$ cat config.mk
export PLATFORM = sky130hd
export DESIGN_NAME = embedded_jpeg_locator_unit
export DESIGN_NICKNAME = d
export VERILOG_FILES = /design/src/hdl/ejl_pkg.sv /design/src/hdl/embedded_jpeg_locator_unit.sv /design/src/hdl/ejl_scanner.sv /design/src/hdl/ejl_out_buf.sv
export SDC_FILE = /design/constraint.sdc
export NUM_CORES = 1
export LEC_CHECK = 0
export BUFFER_PORTS_ARGS = -buffer_cell sky130_fd_sc_hd__buf_2
export CAP_MARGIN = 15
export CORE_UTILIZATION = 65
export CTS_CLUSTER_SIZE = 8
export DETAILED_ROUTE_END_ITERATION = 10
export PLACE_DENSITY_LB_ADDON = 0.08
export SYNTH_ARGS = -nofsm -noshare
export SYNTH_HDL_FRONTEND = slang
export SYNTH_SLANG_ARGS = --single-unit
$ cat constraint.sdc
create_clock -name clk_i -period 20.2 [get_ports clk_i]
set_input_delay 2.02 -clock clk_i [delete_from_list [all_inputs] [get_ports clk_i]]
set_output_delay 2.02 -clock clk_i [all_outputs]
set_load 0.02 [all_outputs]
$ cat src/hdl/ejl_pkg.sv
package ejl_pkg;

  localparam int unsigned OffsetBits = 32;

  localparam logic [7:0] MarkPrefix = 8'hFF;
  localparam logic [7:0] MarkSoi    = 8'hD8;
  localparam logic [7:0] MarkEoi    = 8'hD9;
  localparam logic [7:0] FrameMask  = 8'hF0;
  localparam logic [7:0] FrameBase  = 8'hC0;
  localparam logic [7:0] MarkDht    = 8'hC4;

  localparam logic [3:0] StepIdle   = 4'd0;
  localparam logic [3:0] StepStart  = 4'd1;
  localparam logic [3:0] StepHeight = 4'd5;
  localparam logic [3:0] StepHLow   = 4'd6;
  localparam logic [3:0] StepWidth  = 4'd7;
  localparam logic [3:0] StepDone   = 4'd8;

  typedef logic [OffsetBits-1:0] pos_t;

  typedef enum logic [1:0] {
    StFound    = 2'd0,
    StNoJpeg   = 2'd1,
    StTooSmall = 2'd2,
    StTooLong  = 2'd3
  } status_e;

  typedef struct packed {
    logic [15:0] image_width;
    logic [15:0] image_height;
    logic [31:0] jpeg_length;
    logic [31:0] jpeg_offset;
    status_e     status;
  } result_t;

  localparam int unsigned ResultBits = $bits(result_t);
  localparam int unsigned TdataBits  = ((ResultBits + 7) / 8) * 8;

  function automatic logic [31:0] low_word(pos_t v);
    logic [OffsetBits+31:0] ext;
    ext = {32'd0, v};
    return ext[31:0];
  endfunction

endpackage

$ cat src/hdl/embedded_jpeg_locator_unit.sv
// Channel   | Direction | Payload
// s_axis    | in        | tdata[7:0] data_byte, tlast last_byte
// m_axis    | out       | tdata status, jpeg_offset, jpeg_length, image_height, image_width
//
// One byte is taken every cycle while s_axis_tready_o is high; the scan state updates in
// the cycle the byte is taken. A last byte's result is registered, then shows on m_axis.
// A two-entry output buffer holds results; s_axis_tready_o drops only while both are full.
// Reset is asynchronous and clears all scan state at once; no clearing pass is needed.
module embedded_jpeg_locator_unit (
  input  logic                          clk_i,
  input  logic                          rst_ni,
  input  logic                          s_axis_tvalid_i,
  output logic                          s_axis_tready_o,
  input  logic [7:0]                    s_axis_tdata_i,  // data_byte
  input  logic                          s_axis_tlast_i,
  output logic                          m_axis_tvalid_o,
  input  logic                          m_axis_tready_i,
  // status, jpeg_offset, jpeg_length, image_height, image_width
  output logic [ejl_pkg::TdataBits-1:0] m_axis_tdata_o
);

  logic             accept;
  logic             res_valid;
  ejl_pkg::result_t res;
  ejl_pkg::result_t out_data;

  assign accept = s_axis_tvalid_i && s_axis_tready_o;

  ejl_scanner u_scanner (
    .clk_i       (clk_i),
    .rst_ni      (rst_ni),
    .accept_i    (accept),
    .data_byte_i (s_axis_tdata_i),
    .last_byte_i (s_axis_tlast_i),
    .res_valid_o (res_valid),
    .res_o       (res)
  );

  ejl_out_buf u_out_buf (
    .clk_i        (clk_i),
    .rst_ni       (rst_ni),
    .push_valid_i (res_valid),
    .push_data_i  (res),
    .push_ready_o (s_axis_tready_o),
    .pop_valid_o  (m_axis_tvalid_o),
    .pop_ready_i  (m_axis_tready_i),
    .pop_data_o   (out_data)
  );

  assign m_axis_tdata_o =
    {{(ejl_pkg::TdataBits - ejl_pkg::ResultBits){1'b0}}, out_data};

  a_stall_has_result : assert property (@(posedge clk_i) disable iff (!rst_ni)
    !s_axis_tready_o |-> m_axis_tvalid_o)
    else $error("input stalled with no result pending");

  a_result_from_last : assert property (@(posedge clk_i) disable iff (!rst_ni)
    $rose(m_axis_tvalid_o) |-> $past(accept && s_axis_tlast_i))
    else $error("result appeared without a last byte");

  a_fail_fields_zero : assert property (@(posedge clk_i) disable iff (!rst_ni)
    (m_axis_tvalid_o && (out_data.status != ejl_pkg::StFound)) |->
      (out_data.jpeg_offset == '0 && out_data.jpeg_length == '0 &&
       out_data.image_height == '0 && out_data.image_width == '0))
    else $error("nonzero fields on a failed scan");

endmodule

$ cat src/hdl/ejl_scanner.sv
module ejl_scanner (
  input  logic             clk_i,
  input  logic             rst_ni,
  input  logic             accept_i,
  input  logic [7:0]       data_byte_i,
  input  logic             last_byte_i,
  output logic             res_valid_o,
  output ejl_pkg::result_t res_o
);

  ejl_pkg::pos_t pos_q, pos_d;
  logic [7:0]    prev_byte_q, prev_byte_d;
  logic          prev_valid_q, prev_valid_d;
  logic          open_q, open_d;
  ejl_pkg::pos_t open_start_q, open_start_d;
  logic [3:0]    step_q, step_d;
  logic [31:0]   open_dim_q, open_dim_d;
  ejl_pkg::pos_t best_start_q, best_start_d;
  ejl_pkg::pos_t best_len_q, best_len_d;
  logic [31:0]   best_dim_q, best_dim_d;
  logic          ovf_q, ovf_d;

  logic          prev_ff;
  ejl_pkg::pos_t span_len;

  assign prev_ff = prev_valid_q && (prev_byte_q == ejl_pkg::MarkPrefix);

  always_comb begin
    pos_d        = pos_q;
    prev_byte_d  = prev_byte_q;
    prev_valid_d = prev_valid_q;
    open_d       = open_q;
    open_start_d = open_start_q;
    step_d       = step_q;
    open_dim_d   = open_dim_q;
    best_start_d = best_start_q;
    best_len_d   = best_len_q;
    best_dim_d   = best_dim_q;
    ovf_d        = ovf_q;
    span_len     = pos_q + ejl_pkg::pos_t'(1) - open_start_q;
    res_valid_o  = 1'b0;
    res_o        = '0;

    if (accept_i) begin
      if (ovf_q || (pos_q == '1)) begin
        ovf_d = 1'b1;
      end else begin
        if (open_q) begin
          if ((step_q >= ejl_pkg::StepStart) && (step_q < ejl_pkg::StepDone)) begin
            step_d = step_q + 4'd1;
            case (step_d)
              ejl_pkg::StepHeight: open_dim_d[31:24] = data_byte_i;
              ejl_pkg::StepHLow:   open_dim_d[23:16] = data_byte_i;
              ejl_pkg::StepWidth:  open_dim_d[15:8]  = data_byte_i;
              ejl_pkg::StepDone:   open_dim_d[7:0]   = data_byte_i;
              default: ;
            endcase
          end else if ((step_q == ejl_pkg::StepIdle) && prev_ff &&
                       ((data_byte_i & ejl_pkg::FrameMask) == ejl_pkg::FrameBase) &&
                       (data_byte_i != ejl_pkg::MarkDht)) begin
            step_d     = ejl_pkg::StepStart;
            open_dim_d = '0;
          end
          if (prev_ff && (data_byte_i == ejl_pkg::MarkEoi)) begin
            if (span_len > best_len_q) begin
              best_len_d   = span_len;
              best_start_d = open_start_q;
              best_dim_d   = (step_d == ejl_pkg::StepDone) ? open_dim_d : '0;
            end
            open_d     = 1'b0;
            step_d     = ejl_pkg::StepIdle;
            open_dim_d = '0;
          end
        end else if (prev_ff && (data_byte_i == ejl_pkg::MarkSoi)) begin
          open_d       = 1'b1;
          open_start_d = pos_q - ejl_pkg::pos_t'(1);
          step_d       = ejl_pkg::StepIdle;
          open_dim_d   = '0;
        end
        pos_d = pos_q + ejl_pkg::pos_t'(1);
      end
      prev_byte_d  = data_byte_i;
      prev_valid_d = 1'b1;

      if (last_byte_i) begin
        res_valid_o = 1'b1;
        if (ovf_d) begin
          res_o.status = ejl_pkg::StTooLong;
        end else if (pos_d < ejl_pkg::pos_t'(4)) begin
          res_o.status = ejl_pkg::StTooSmall;
        end else if (best_len_d == '0) begin
          res_o.status = ejl_pkg::StNoJpeg;
        end else begin
          res_o.status       = ejl_pkg::StFound;
          res_o.jpeg_offset  = ejl_pkg::low_word(best_start_d);
          res_o.jpeg_length  = ejl_pkg::low_word(best_len_d);
          res_o.image_height = best_dim_d[31:16];
          res_o.image_width  = best_dim_d[15:0];
        end
        pos_d        = '0;
        prev_byte_d  = '0;
        prev_valid_d = 1'b0;
        open_d       = 1'b0;
        open_start_d = '0;
        step_d       = ejl_pkg::StepIdle;
        open_dim_d   = '0;
        best_start_d = '0;
        best_len_d   = '0;
        best_dim_d   = '0;
        ovf_d        = 1'b0;
      end
    end
  end

  always_ff @(posedge clk_i or negedge rst_ni) begin
    if (!rst_ni) begin
      pos_q        <= '0;
      prev_byte_q  <= '0;
      prev_valid_q <= 1'b0;
      open_q       <= 1'b0;
      open_start_q <= '0;
      step_q       <= ejl_pkg::StepIdle;
      open_dim_q   <= '0;
      best_start_q <= '0;
      best_len_q   <= '0;
      best_dim_q   <= '0;
      ovf_q        <= 1'b0;
    end else begin
      pos_q        <= pos_d;
      prev_byte_q  <= prev_byte_d;
      prev_valid_q <= prev_valid_d;
      open_q       <= open_d;
      open_start_q <= open_start_d;
      step_q       <= step_d;
      open_dim_q   <= open_dim_d;
      best_start_q <= best_start_d;
      best_len_q   <= best_len_d;
      best_dim_q   <= best_dim_d;
      ovf_q        <= ovf_d;
    end
  end

endmodule

$ cat src/hdl/ejl_out_buf.sv
module ejl_out_buf (
  input  logic             clk_i,
  input  logic             rst_ni,
  input  logic             push_valid_i,
  input  ejl_pkg::result_t push_data_i,
  output logic             push_ready_o,
  output logic             pop_valid_o,
  input  logic             pop_ready_i,
  output ejl_pkg::result_t pop_data_o
);

  logic             main_valid_q, main_valid_d;
  ejl_pkg::result_t main_data_q, main_data_d;
  logic             skid_valid_q, skid_valid_d;
  ejl_pkg::result_t skid_data_q, skid_data_d;
  logic             push;
  logic             pop;

  assign push_ready_o = !skid_valid_q;
  assign pop_valid_o  = main_valid_q;
  assign pop_data_o   = main_data_q;
  assign push         = push_valid_i && !skid_valid_q;
  assign pop          = main_valid_q && pop_ready_i;

  always_comb begin
    main_valid_d = main_valid_q;
    main_data_d  = main_data_q;
    skid_valid_d = skid_valid_q;
    skid_data_d  = skid_data_q;
    if (skid_valid_q) begin
      if (pop) begin
        main_data_d  = skid_data_q;
        skid_valid_d = 1'b0;
      end
    end else if (!main_valid_q || pop) begin
      main_valid_d = push;
      main_data_d  = push_data_i;
    end else if (push) begin
      skid_valid_d = 1'b1;
      skid_data_d  = push_data_i;
    end
  end

  always_ff @(posedge clk_i or negedge rst_ni) begin
    if (!rst_ni) begin
      main_valid_q <= 1'b0;
      skid_valid_q <= 1'b0;
    end else begin
      main_valid_q <= main_valid_d;
      skid_valid_q <= skid_valid_d;
    end
  end

  always_ff @(posedge clk_i) begin
    main_data_q <= main_data_d;
    skid_data_q <= skid_data_d;
  end

endmodule

Word level (Yosys, flattened, before mapping)
Index checks and enable logic that the tools add are counted.

storage, ports and cells
  bits in registers = 405
  output and inout bits = 106

cells by class
  $lt $le $gt $ge = 4
  reductions and logical operators = 25
  equality and inequality tests = 14
  bitwise logic cells = 2
  mux-type cells = 72
  add/sub/neg operators = 4

operator list
  kind                     count
  $mux W32                 31
  $mux W98                 5
  $mux W96                 3
  $mux W4                  10
  $mux W8                  5
  $add A32 B1 Y32 const B  1
  $eq A32 B32 Y1 const B   1
  $gt A32 B32 Y1           1
  $logic_not A32 Y1        1
  $lt A32 B3 Y1 const B    1
  $sub A32 B1 Y32 const B  1
  $sub A32 B32 Y32         1
  $eq A8 B8 Y1 const B     3
  $mux W1                  16
  $eq A4 B3 Y1 const B     3
  $eq A4 B4 Y1 const B     3
  $logic_and A1 B1 Y1      10
  $ne A8 B8 Y1 const B     1
  $ne A2 B2 Y1 const B     3
  $reduce_and A2 Y1        3
  $reduce_and A3 Y1        2
  $add A4 B1 Y4 const B    1
  $ge A4 B1 Y1 const B     1
  $logic_not A4 Y1         1
  other kinds (8)          13

Logic depth before layout (Yosys ltp)
  depth in word-level cells = 23
  depth in mapped cells = 30

Cells and area by module
Synthesis repeated with hierarchy kept, for this count alone.

unflattened totals
  cell total of the unflattened synthesis = 2265
  area total of the unflattened synthesis = 23074.6 µm²

modules (own cells, without submodules)
  module                      cells an instance  instances  area each (µm²)
  ejl_scanner                 1942               1          15831.4
  ejl_out_buf                 315                1          7188.1
  embedded_jpeg_locator_unit  8                  1          55.1

Least setup slack after synthesis
OpenSTA, ideal clock, no wires.

  path type = input-to-reg
  start point = in s_axis_tvalid_i
  end point = reg u_out_buf.skid_data_q[0] (netlist name) (enable)
  buffers on the path = 1
  slack = 9.771 ns
  setup time = 0.695 ns
  required time = 19.505 ns
  stages on the path = 4
  arrival = 9.734 ns
  path through = nor2b_1 > clkbuf_1 > nand2_1 > nor3b_1

on the way
  cells in the longest elaborated chain, start to end = 4

ends and longest elaborated chain
  what                                line                              RTL
  from (decl)                         embedded_jpeg_locator_unit.sv:12  input logic s_axis_tvalid_i,
  $logic_and A1 B1 Y1                 embedded_jpeg_locator_unit.sv:27  assign accept = s_axis_tvalid_i && s_axis_tready_o;
  $mux W1                             ejl_scanner.sv:44                 if (accept_i) begin
  $logic_and A1 B1 Y1                 ejl_out_buf.sv:22                 assign push = push_valid_i && !skid_valid_q;
  $reduce_and A3 Y1 (no source line)  -
  to (signal assigned)                ejl_out_buf.sv:56                 skid_data_q <= skid_data_d;
  to (decl)                           ejl_out_buf.sv:15                 ejl_pkg::result_t skid_data_q, skid_data_d;

Every way passes these cells.
A chain may end at the register's enable or synchronous reset.

==> summary.txt <==
Clock network
  – Clock sinks: 405
  – Cts hold-fix bufs: 0
  – Clock Path Buffers: 3
  – CTS buffer count: between 50 and 60
  – Root Buffer: clkbuf_16
  – CTS tree: done
  – Number of gates resized after cts: 0
  – CTS H-tree depth: 2
  – Clk Latency, worst-skew pair: between 0.6 and 0.7 ns
  – Post-CTS setup buffers: 0
  – Clk pin slew, worst setup/hold paths: ~0.05 ns

Power and ir drop
  – VDD IR max: just over 0.00008 V
  – Final Power: around 0.0024 W
  – Switching share of total power: 0.309
  – Leakage: 10.2 nW
  – Reg power frac: 0.408
  – Pwr dens: approximately 96 nW/µm²
  – Clk pwr share: 0.372
  – Comb pwr share: 0.221
  – Internal power: 0.00163 W
  – P_sw: between 0.0007 and 0.0008 W

GRT
  – First-pass GRT wire length: roughly 100000 µm
  – Grt ovf: 0
  – Largest net degree at the start of global routing: 90
  – Vias in the first global route: approximately 18000
  – Antenna violations before repair: 0
  – GRT Resource Usage Total: 0.367

STA
  – Fin crit share: 0.428
  – Fin. max-slew vios: 0
  – Max_slew headroom: 0.229
  – RSZ-0062 raised after global routing: no
  – Least-Margin Pin Slew: between 1 and 1.5 ns
  – WHS: 0.470 ns
  – Final TNS setup: 0 ns
  – Post-layout min period: ~8.6 ns
  – Fmax: about 120 MHz
  – Final Hold Viols: 0
  – Setup violators final: 0
  – Worst Skew: 0.0154 ns

Setup path
  – Worst setup SP type: flip-flop
  – R2R Setup Slk: around 12 ns
  – R2r worst-path depth: 25
  – Buffers plus inverters on the worst setup path: 3
  – Worst r2r src: u_scanner.pos_q[0]
  – Worst endpoint required time: between 20 and 25 ns
  – Crit. End Element: flip-flop
  – Critical path arrival: 8.95 ns
  – Crit-path slowest cell: nor4_1
  – R2r endpoint: u_out_buf.pop_data_o[26]
  – CP delay by family, top: simple AND/OR/NAND/NOR gates
  – Critical Path Fanout Max: 88
  – Delay of the slowest cell on the worst path: about 0.98 ns
  – CP Class: reg2reg
  – Crit path from: u_scanner.pos_q[0]

Synth
  – Seq/Total Area, Yosys: 0.501
  – Async SR Flop Fraction: 0.516
  – Cell count after synthesis: 2381
  – Yosys reg bits: between 400 and 500
  – Post-Syn Area: between 20000 and 25000 µm²
  – Main synth FF type: dfrtp_1
  – Synth Warn #: 0
  – Number of flops mapped to enable cells by yosys: 196
  – Mean post-synth cell area: just over 9 µm²
  – Unique cell type count in the Yosys netlist: 75

Finish
  – Layout cells sized above 1: 0.0912
  – Final core utilization: 0.729
  – Antenna Cells: 0
  – Most frequent cells in the layout: nand2_1, o21ai_0, nor2_1
  – Final instance area: approximately 25000 µm²
  – # fillers: approximately 2500
  – Final nets: between 2000 and 2500
  – Area delta synth->final: 10.3%
  – Most common cell after layout, fill and taps aside: nand2_1

Detailed routing
  – DR vias/cell: ~6.5
  – Post-route ant nets: 0
  – DRC Markers: 0
  – Final wirelength: around 63000 µm
  – Avg WL per Cell: 21.9 µm
  – DR iter-0 viols: 2651
  – Via count: 18900
  – Detailed Routing Iterations Pass 1: 6

Run
  – Max-Cap Viols: 0

Place
  – Post-DP HPWL: about 42000 µm
  – Placed instance area: 22800 µm²
  – PortBufs: around 110
  – GP Congestion: between 1 and 1.5

Min path
  – WHS Endpoint: u_scanner.best_start_q[24]
  – Worst min-delay path startpoint: u_scanner.best_start_q[24]
  – Hold Crit Depth: 2
  – Min-Delay Path Class: reg2reg

Floorplan
  – Die W: between 150 and 200 µm
  – Total core area: about 34000 µm²
  – Total die area: between 30000 and 40000 µm²
  – I/O pin count: approximately 120
  – Initial core utilization: 0.661
  – Die height: roughly 190 µm
  – Row count: 67

Status
  – Status: complete, no violations
layout make-up:
| type | count | area (µm²) | share of cell area |
|---|---|---|---|
| clock inverters | 3 | 45.0 | 0.00184 |
| repair buffers | 135 | 762 | 0.0311 |
| multi-input cells | 1716 | 10100 | 0.413 |
| flip-flops and latches | 405 | 11100 | 0.454 |
| inverters | 89 | 334 | 0.0136 |
| clock buffers | 96 | 1570 | 0.0642 |
| well taps | 448 | 561 | 0.0229 |
through the flow:
step                std cells  setup slack, ns
floorplan                2386             9.77
global placement         2791            12.24
detailed placement       2791            11.88
CTS                      2890            11.79
global route             2892            10.83
finish                   2892            11.55
worst reg2reg max path: stages, from the launching register on:
cell and delay [ns]:
dfrtp_1 0.47, ha_1 0.39, nand4_2 0.19, nor4_1 0.98, nand4_1 0.21, xnor2_1 0.31, ha_1 0.38, a21oi_1 0.38
nand2b_1 0.10, o21ai_0 0.29, a21oi_1 0.15, nor3_1 0.37, a31oi_1 0.16, xnor2_1 0.23, inv_1 0.08, ha_1 0.29
nand4_1 0.16, nor4_1 0.41, a31oi_1 0.24, o211a_1 0.30, buf_4 0.31, nor4_1 0.37, a21oi_1 0.16, nor4_2 0.38
buf_4 0.69, o21ai_0 0.32
per-layer routing:
metal,GRT usage,up-vias,wire (µm)
met1,0.533,9165,27200
met3,0.0769,140,5830
met2,0.547,991,28300
li1,-,8585,-
met4,0.131,0,2030
met5,0,-,0
power groups by stage:
stage	logic, W	clock network (W)	registers, W
3_3_place_gp	0.000500	0	0.000972
2_1_floorplan	0.000287	0	0.00104
6_report	0.000521	0.000876	0.000961
3_5_place_dp	0.000510	0	0.000975
5_1_grt	0.000562	0.000915	0.000966
4_1_cts	0.000514	0.000883	0.000961
how the worst max path moves through the flow:
stage,end,slack [ns],cells after the start
after floorplan,u_out_buf.skid_data_q[0],9.77,4
after global placement,u_out_buf.pop_data_o[28],12.24,25
after detailed placement,u_out_buf.pop_data_o[25],11.88,25
after CTS,u_out_buf.pop_data_o[87],11.79,25
after global routing,u_out_buf.pop_data_o[87],10.83,25
final,u_out_buf.pop_data_o[26],11.55,25
cells by family (layout without fill, tap and decap cells):
kind of cell	count (synthesis)	count (layout)	synth area share
XOR/XNOR	72	72	0.0284
buffers and inverters	265	323	0.0477
multiplexers	6	6	0.00270
other	1	6	0.000169
AO/OA/AOI/OAI	722	722	0.204
flip-flops	405	405	0.501
AND/OR/NAND/NOR	838	838	0.176
adder cells (fa/ha/maj)	72	72	0.0409
Yosys cell counts, types with 6 or more instances:
master / instances / area, µm²
o21ai_0: 272 / 1360
buf_2: 9 / 45.0
clkbuf_1: 142 / 533
nor2b_1: 9 / 56.3
nor3_1: 38 / 190
nand2_1: 326 / 1220
or2_2: 6 / 37.5
nand2b_1: 13 / 81.3
a22o_1: 86 / 753
xor2_1: 22 / 193
and3_1: 23 / 144
buf_1: 13 / 48.8
o22ai_1: 18 / 113
a21boi_0: 7 / 52.6
nand4_1: 29 / 181
and2_1: 51 / 319
and4_1: 10 / 87.6
buf_4: 8 / 60.1
edfxtp_1: 196 / 5890
a22oi_1: 35 / 263
dfrtp_1: 209 / 5230
inv_1: 89 / 334
nor2_1: 219 / 822
nor4_1: 23 / 144
a31oi_1: 20 / 125
xnor2_1: 50 / 438
o21a_1: 11 / 82.6
o211ai_1: 11 / 82.6
a211oi_1: 15 / 113
o2111ai_1: 6 / 52.6
nand3b_1: 11 / 82.6
a21oi_1: 128 / 641
o31ai_1: 21 / 158
or3_1: 22 / 138
a21o_1: 53 / 398
ha_1: 71 / 888
nand3_1: 34 / 170
mux2i_1: 6 / 60.1
flip-flops by register name, summed over array words and instances (netlist names):
signal and cells:
u_out_buf.skid_valid_q 1, u_scanner.pos_q 32, u_scanner.prev_valid_q 1, u_out_buf.pop_valid_o 1, u_scanner.best_dim_q 32, u_out_buf.pop_data_o 98
u_scanner.prev_byte_q 8, u_scanner.best_len_q 32, u_scanner.open_dim_q 32, u_out_buf.skid_data_q 98, u_scanner.open_q 1, u_scanner.step_q 4
u_scanner.open_start_q 32, u_scanner.ovf_q 1, u_scanner.best_start_q 32
No activity file was read; power rests on OpenSTA's default activity.
